### src/hw/rtl/gbfs_pkg.sv
// Shared types and constants for the grid best-first path search block.
// No dependencies; every other file of the block depends on this package.
package gbfs_pkg;

    localparam int OUT_W  = 13;
    localparam int ROW_W  = 6;
    localparam int COL_W  = 6;
    localparam int KIND_W = 2;
    localparam int CFG_W  = 7;

    localparam logic [OUT_W-1:0] COUNT_MAX = '1;
    localparam logic [CFG_W-1:0] CFG_RESET = 7'd64;

    localparam logic [KIND_W-1:0] KIND_FREE = 2'd0;
    localparam logic [KIND_W-1:0] KIND_WALL = 2'd1;
    localparam logic [KIND_W-1:0] KIND_GOAL = 2'd2;

    typedef enum logic {
        OP_LOAD = 1'b0,
        OP_RUN  = 1'b1
    } op_t;

    typedef enum logic {
        REG_ROWS_USED = 1'b0,
        REG_COLS_USED = 1'b1
    } reg_idx_t;

    typedef enum logic [1:0] {
        NB_DOWN  = 2'd0,
        NB_UP    = 2'd1,
        NB_RIGHT = 2'd2,
        NB_LEFT  = 2'd3
    } nb_dir_t;

    typedef struct packed {
        logic load;
        logic clr;
        logic init;
        logic scan_rst;
        logic scan;
        logic close;
        logic nb_next;
        logic h_load;
        logic h_step;
        logic nb_write;
        logic res_load;
    } dp_cmd_t;

    typedef struct packed {
        logic clr_last;
        logic scan_done;
        logic have;
        logic at_goal;
        logic nb_inside;
        logic nb_free;
        logic nb_last;
        logic h_last;
    } dp_sts_t;

endpackage

### src/hw/rtl/gbfs_ctrl.sv
// Sequencing state machine of the path search: clear, scan, expand, report.
// Depends on gbfs_pkg for the command and status structures.
module gbfs_ctrl (
    input  logic              clk,
    input  logic              rst_n,
    input  logic              item_valid,
    input  logic              item_op,
    output logic              item_ready,
    output logic              result_valid,
    input  logic              result_ready,
    input  gbfs_pkg::dp_sts_t sts,
    output gbfs_pkg::dp_cmd_t cmd
);
    import gbfs_pkg::*;

    typedef enum logic [3:0] {
        S_IDLE,
        S_CLEAR,
        S_INIT,
        S_SCAN_SETUP,
        S_SCAN,
        S_PICK,
        S_NB_ADDR,
        S_NB_CHECK,
        S_H_ROOT,
        S_NB_WRITE,
        S_REPORT
    } state_t;

    state_t state_reg, state_next;
    logic   out_valid_reg, out_valid_next;

    always_comb
    begin
        cmd          = '0;
        cmd.load     = (state_reg == S_IDLE) && item_valid && (item_op == OP_LOAD);
        cmd.clr      = (state_reg == S_CLEAR);
        cmd.init     = (state_reg == S_INIT);
        cmd.scan_rst = (state_reg == S_SCAN_SETUP);
        cmd.scan     = (state_reg == S_SCAN);
        cmd.close    = (state_reg == S_PICK) && sts.have && !sts.at_goal;
        cmd.nb_next  = ((state_reg == S_NB_ADDR) && !sts.nb_inside)
                    || ((state_reg == S_NB_CHECK) && !sts.nb_free)
                    || (state_reg == S_NB_WRITE);
        cmd.h_load   = (state_reg == S_NB_CHECK) && sts.nb_free;
        cmd.h_step   = (state_reg == S_H_ROOT);
        cmd.nb_write = (state_reg == S_NB_WRITE);
        cmd.res_load = (state_reg == S_REPORT) && (!out_valid_reg || result_ready);
    end

    assign item_ready   = (state_reg == S_IDLE);
    assign result_valid = out_valid_reg;

    always_comb
    begin
        state_next     = state_reg;
        out_valid_next = out_valid_reg;
        if (cmd.res_load)
        begin
            out_valid_next = 1'b1;
        end
        else if (result_ready)
        begin
            out_valid_next = 1'b0;
        end
        unique case (state_reg)
            S_IDLE:
            begin
                if (item_valid && (item_op == OP_RUN))
                begin
                    state_next = S_CLEAR;
                end
            end
            S_CLEAR:
            begin
                if (sts.clr_last)
                begin
                    state_next = S_INIT;
                end
            end
            S_INIT:       state_next = S_SCAN_SETUP;
            S_SCAN_SETUP: state_next = S_SCAN;
            S_SCAN:
            begin
                if (sts.scan_done)
                begin
                    state_next = S_PICK;
                end
            end
            S_PICK:
            begin
                state_next = (!sts.have || sts.at_goal) ? S_REPORT : S_NB_ADDR;
            end
            S_NB_ADDR:
            begin
                if (sts.nb_inside)
                begin
                    state_next = S_NB_CHECK;
                end
                else if (sts.nb_last)
                begin
                    state_next = S_SCAN_SETUP;
                end
            end
            S_NB_CHECK:
            begin
                if (sts.nb_free)
                begin
                    state_next = S_H_ROOT;
                end
                else
                begin
                    state_next = sts.nb_last ? S_SCAN_SETUP : S_NB_ADDR;
                end
            end
            S_H_ROOT:
            begin
                if (sts.h_last)
                begin
                    state_next = S_NB_WRITE;
                end
            end
            S_NB_WRITE:
            begin
                state_next = sts.nb_last ? S_SCAN_SETUP : S_NB_ADDR;
            end
            S_REPORT:
            begin
                if (cmd.res_load)
                begin
                    state_next = S_IDLE;
                end
            end
            default:      state_next = S_IDLE;
        endcase
    end

    always_ff @(posedge clk or negedge rst_n)
    begin
        if (!rst_n)
        begin
            state_reg     <= S_IDLE;
            out_valid_reg <= 1'b0;
        end
        else
        begin
            state_reg     <= state_next;
            out_valid_reg <= out_valid_next;
        end
    end

`ifndef NO_ASSERTIONS
    a_res_slot_free: assert property (@(posedge clk) disable iff (!rst_n)
        cmd.res_load |-> (!out_valid_reg || result_ready))
        else $error("result register overwritten while still held");
    a_run_clears: assert property (@(posedge clk) disable iff (!rst_n)
        (item_valid && item_ready && (item_op == OP_RUN)) |=> (state_reg == S_CLEAR))
        else $error("run request did not start the clearing sweep");
    a_empty_reports: assert property (@(posedge clk) disable iff (!rst_n)
        ((state_reg == S_PICK) && !sts.have) |=> (state_reg == S_REPORT))
        else $error("empty open set did not end the search");
`endif

endmodule

### config.mk
export PLATFORM = sky130hd
export DESIGN_NAME = gbfs_ctrl
export DESIGN_NICKNAME = d
export VERILOG_FILES = /design/src/hw/rtl/gbfs_pkg.sv /design/src/hw/rtl/gbfs_ctrl.sv
export SDC_FILE = /design/constraint.sdc
export NUM_CORES = 1
export LEC_CHECK = 0
export BUFFER_PORTS_ARGS = -buffer_cell sky130_fd_sc_hd__buf_2
export CAP_MARGIN = 10
export CORE_AREA = 5 5 42 44
export CTS_BUF_LIST = sky130_fd_sc_hd__clkbuf_16
export DETAILED_ROUTE_END_ITERATION = 12
export DIE_AREA = 0 0 47 49
export PLACE_DENSITY_LB_ADDON = 0.15
export SYNTH_ARGS = -nofsm -noshare
export SYNTH_HDL_FRONTEND = slang
export SYNTH_SLANG_ARGS = --single-unit
### constraint.sdc
create_clock -name clk -period 2.25 [get_ports clk]
set_input_delay 0.1125 -clock clk [delete_from_list [all_inputs] [get_ports clk]]
set_output_delay 0.1125 -clock clk [all_outputs]
set_load 0.01 [all_outputs]
* Word-level counts from Yosys, hierarchy flattened
Index checks and enable logic that the tools add are counted.
** Word-level totals
- Input bits :: 13
- Flip-flop bits (word level) :: 5
** Cells by class
- Muxes and demuxes :: 13
- Reduce and logical (&&, ||, !) cells :: 21
- Eq/ne operators :: 16
- Bitwise logic cells :: 1
** Operators with widths (count)
- $pmux W4 S11 :: 1
- $mux W4 :: 9
- $eq A4 B3 Y1 const B :: 4
- $eq A4 B4 Y1 const B :: 3
- $logic_and A1 B1 Y1 :: 9
- $eq A4 B2 Y1 const B :: 2
- $ne A2 B2 Y1 const B :: 4
- $reduce_and A6 Y1 :: 1
- $logic_not A1 Y1 :: 5
- $eq A4 B1 Y1 const B :: 1
- $logic_not A4 Y1 :: 1
- $logic_or A1 B1 Y1 :: 4
- $mux W3 :: 1
- $ne A3 B3 Y1 const B :: 1
- $mux W1 :: 2
- $ne A2 B1 Y1 const B :: 1
- $reduce_bool A2 Y1 :: 1
- $not A1 Y1 :: 1

* Longest topological paths before layout
- Depth in word-level cells :: 5
- Gate-level depth with buffers :: 5
- Depth with buffers taken out :: 4

* Least setup slack after synthesis
No wires, ideal clock.
- Kind :: reg-to-reg
- Start point :: reg state_reg[0]
- End point :: reg state_reg[2]
- Arrival :: 1.537 ns
- Required time :: 2.171 ns
- Cell stages (with the launch flop) :: 5
- Clock period less this slack :: 1.616 ns
- Slack :: 0.634 ns
- Path through :: dfrtp_1 nor4_1 a2bb2oi_1 o311ai_2 mux2i_1
** On the way
- Elaborated cells on any way between the ends :: 20
** RTL lines
- start: declaration :: RTL line gbfs_ctrl.sv:30 : state_t state_reg, state_next;
- start signal: assignment :: RTL line gbfs_ctrl.sv:147 : state_reg <= state_next;
- $logic_not A4 Y1 (*)
- via item_ready :: RTL line gbfs_ctrl.sv:8 : output logic item_ready,
- $ne A2 B1 Y1 (no line)
- $reduce_and A6 Y1 (no line)
Mark *: on every way through the listed nets, which the timed path passes. The rest lies on a longest branch.
A chain may end at the register's enable or synchronous reset.

==> run summary <==
• 18 — largest net degree at the start of global routing
• output port — element type at the critical path end
• 7 — DRT iter0 DRCs
• 24.9% — fraction of the yosys area taken by sequential cells
• 0.03 ns — clock input transition at the sequential cells of the worst setup and hold paths
• 502 µm² — Netlist Area Pre-Place
• 629 µm² — Placed Instance Area
• 0 — Residual DRC
• 0.626 mV — largest voltage drop on the vdd net
• 7.96 µm² — post-synthesis area per instance
• 4 — Largest register FFs
• primary input to register — class of the tightest hold or removal check
• 17 — maximum net fanout on the critical path
• 0 — overflow left after global routing
• 30 — post-synth cell types
• 0.00129 ns — final setup skew
• 1 — CTS H-tree lvls
• 76 — number of nets produced by synthesis
• 718 µm² — final cell area excluding filler cells
• 0.505 ns — pre-CTS setup slack
• 5 — TritonCTS Sinks
• 0.00230 mm² — die outline area
• 26 — number of top-level pins
• met3 — top layer in use
• 36.0% — share of final-layout standard cells stronger than drive strength 1
• 0 — fin. max-slew vios
• 0 — final setup vio count
• 13.5 µm — routed wirelength normalized by instance count
• sky130_fd_sc_hd__buf_2 — commonest non-fill, non-tap cell in the layout
• 2.22 mm — first-pass GRT wire length
• 0 — Ys Warns
• 1.84 ns — Period minus WS final
• 35.8% — initial standard-cell utilization of the core
• 43.1% — area growth from synthesis to layout
• 0.408 ns — final worst setup slack
• completed — outcome
• 4 — DR pass1 iterations
• done — CTS tree
• 81.9% — final period utilization
• 77 µm — met3 wire length
• 0.00140 mm² — Core Region
• 672 µm — wire length on met2
• sky130_fd_sc_hd__clkbuf_16 — CTS Root Buffer Type
• sky130_fd_sc_hd__dfrtp_1 — predominant post-synthesis flop cell
• 1460 mW/mm² — power per standard cell area
• 0.489 ns — pin slew with the least headroom to its limit
• 569 — total via count after detailed routing
• 49 µm — floorplan die height
• 25 — count of port buffers added during placement
• 67.4% — Slew Limit Headroom
• sky130_fd_sc_hd__buf_2, sky130_fd_sc_hd__nor3_1, sky130_fd_sc_hd__nand2b_1, sky130_fd_sc_hd__inv_1, sky130_fd_sc_hd__dfrtp_1 — commonest cells after routing, fill and taps aside
• 1.06 mm — detailed placement HPWL
• 1.42 mm — routed wire length
• 0 — Post-CTS Setup Inserts
• 0 — max_cap viols
• 1.73 ns — data arrival time of the critical path
• 3 — clock buffers created by TritonCTS
• 524 — number of global-route vias before repair
• 14 — number of standard-cell rows in the floorplan
• register — launching element type of the critical path
• register to output port — Worst Setup Path Type
• 0 ns — Final TNS setup
• 0.000349 µW — leakage
• 100% — async set-or-reset flop fraction in the synthesized netlist
• 0.735 — placer congestion estimate
• 666 µm — routed metal-1 wirelength
• 0 — number of flops mapped to enable cells by yosys
• 0 — antenna fix cells
• 2.14 ns — Required @ worst endpoint
• 2 — buffer levels on the longest clock path
• 0 — post-cts repair resize count
• 1050 µW — power after layout
• 0 — antenna violations before repair
• 63 — number of standard cells after synthesis
• 0.22 ns — worst skew pair latency
• 12.7% — Tot GR Track Use
• false — unrepaired setup endpoints after global routing
• 47 µm — die width
• 0 — post-route antenna net violation count
• 0 — final hold violation count
• 5.42 — Via density
• 103 — Nets
• 5 — synthesis-stage register bit count
• 543 MHz — Max Clk Rate
## report_power, final
part / leakage [µW] / switching, µW / internal [µW]
combinational: 0.000243 / 257 / 245
sequential: 0.0000639 / 131 / 132
clock: 0.0000423 / 57.0 / 230
total: 0.000349 / 445 / 606
## cells by family after synthesis
group	after synthesis	share of synthesized area [%]
compound gates	19	26.9
buf+inv	9	7.98
flops	5	24.9
mux	1	2.00
simple gates	29	38.1
## what timing repair did
action / CTS / global route
hold buffers: 1 / 0
endpoints found under the setup margin: 0 / 0
hold endpoints to repair: 5 / 0
## metal layers
layer / global-route usage [%] / vias up
li1: - / 285
met1: 17.4 / 259
met2: 19.2 / 25
met3: 3.69 / 0
met4: 2.76 / 0
met5: 0 / -
## Yosys cell counts (3+ instances only)
library cell                instances  area share (%)
sky130_fd_sc_hd__dfrtp_1            5              25
sky130_fd_sc_hd__nand2b_1           5             6.2
sky130_fd_sc_hd__nor3_1             5             5.0
sky130_fd_sc_hd__inv_1              4             3.0
sky130_fd_sc_hd__nand2_1            4             3.0
sky130_fd_sc_hd__a21oi_1            3             3.0
sky130_fd_sc_hd__a2bb2oi_1          3             5.2
sky130_fd_sc_hd__nor3b_1            3             4.5
sky130_fd_sc_hd__o21ai_0            3             3.0
## worst max-delay path, stage by stage, from the launching register on
cell                       delay, ns
sky130_fd_sc_hd__dfrtp_1        0.63
sky130_fd_sc_hd__nor4bb_1       0.39
sky130_fd_sc_hd__o21ai_0        0.21
sky130_fd_sc_hd__o31ai_1        0.10
sky130_fd_sc_hd__buf_2          0.17
## area by class of cell
| cell class | instances | area [µm²] |
|---|---|---|
| fill | 147 | 683 |
| multi-input combinational | 49 | 337 |
| timing repair buffer | 27 | 143 |
| sequential | 5 | 125 |
| clock buffer | 3 | 75.1 |
| tap | 16 | 20.0 |
| inverter | 4 | 15.0 |
| clock inverter | 1 | 3.75 |
## through the flow
stage	hold WS (ns)	std cells	utilization, %
after CTS	0.161	105	51.2
after detailed placement	-0.0651	100	44.9
after global routing	0.195	105	51.2
after global placement	-0.0667	100	44.9
final	0.162	105	51.2
after floorplan	-0.183	63	-
## final timing paths
kind | startpoint | to | slack [ns] | depth (start not counted)
worst max-delay path | state_reg[1]$_DFFE_PN0P_ | cmd[4] | 0.41 | 4
worst min-delay path | sts[7] | state_reg[0]$_DFFE_PN0P_ | 0.16 | 3
worst max register to register | state_reg[1]$_DFFE_PN0P_ | state_reg[2]$_DFFE_PN0P_ | 0.49 | 4
worst min register to register | result_valid$_DFFE_PN0P_ | result_valid$_DFFE_PN0P_ | 0.51 | 2
max in group asynchronous | rst_n | state_reg[1]$_DFFE_PN0P_ | 1.89 | 2
min in group asynchronous | rst_n | state_reg[0]$_DFFE_PN0P_ | 0.23 | 2
Note: power is estimated with default switching activity, not from simulation.
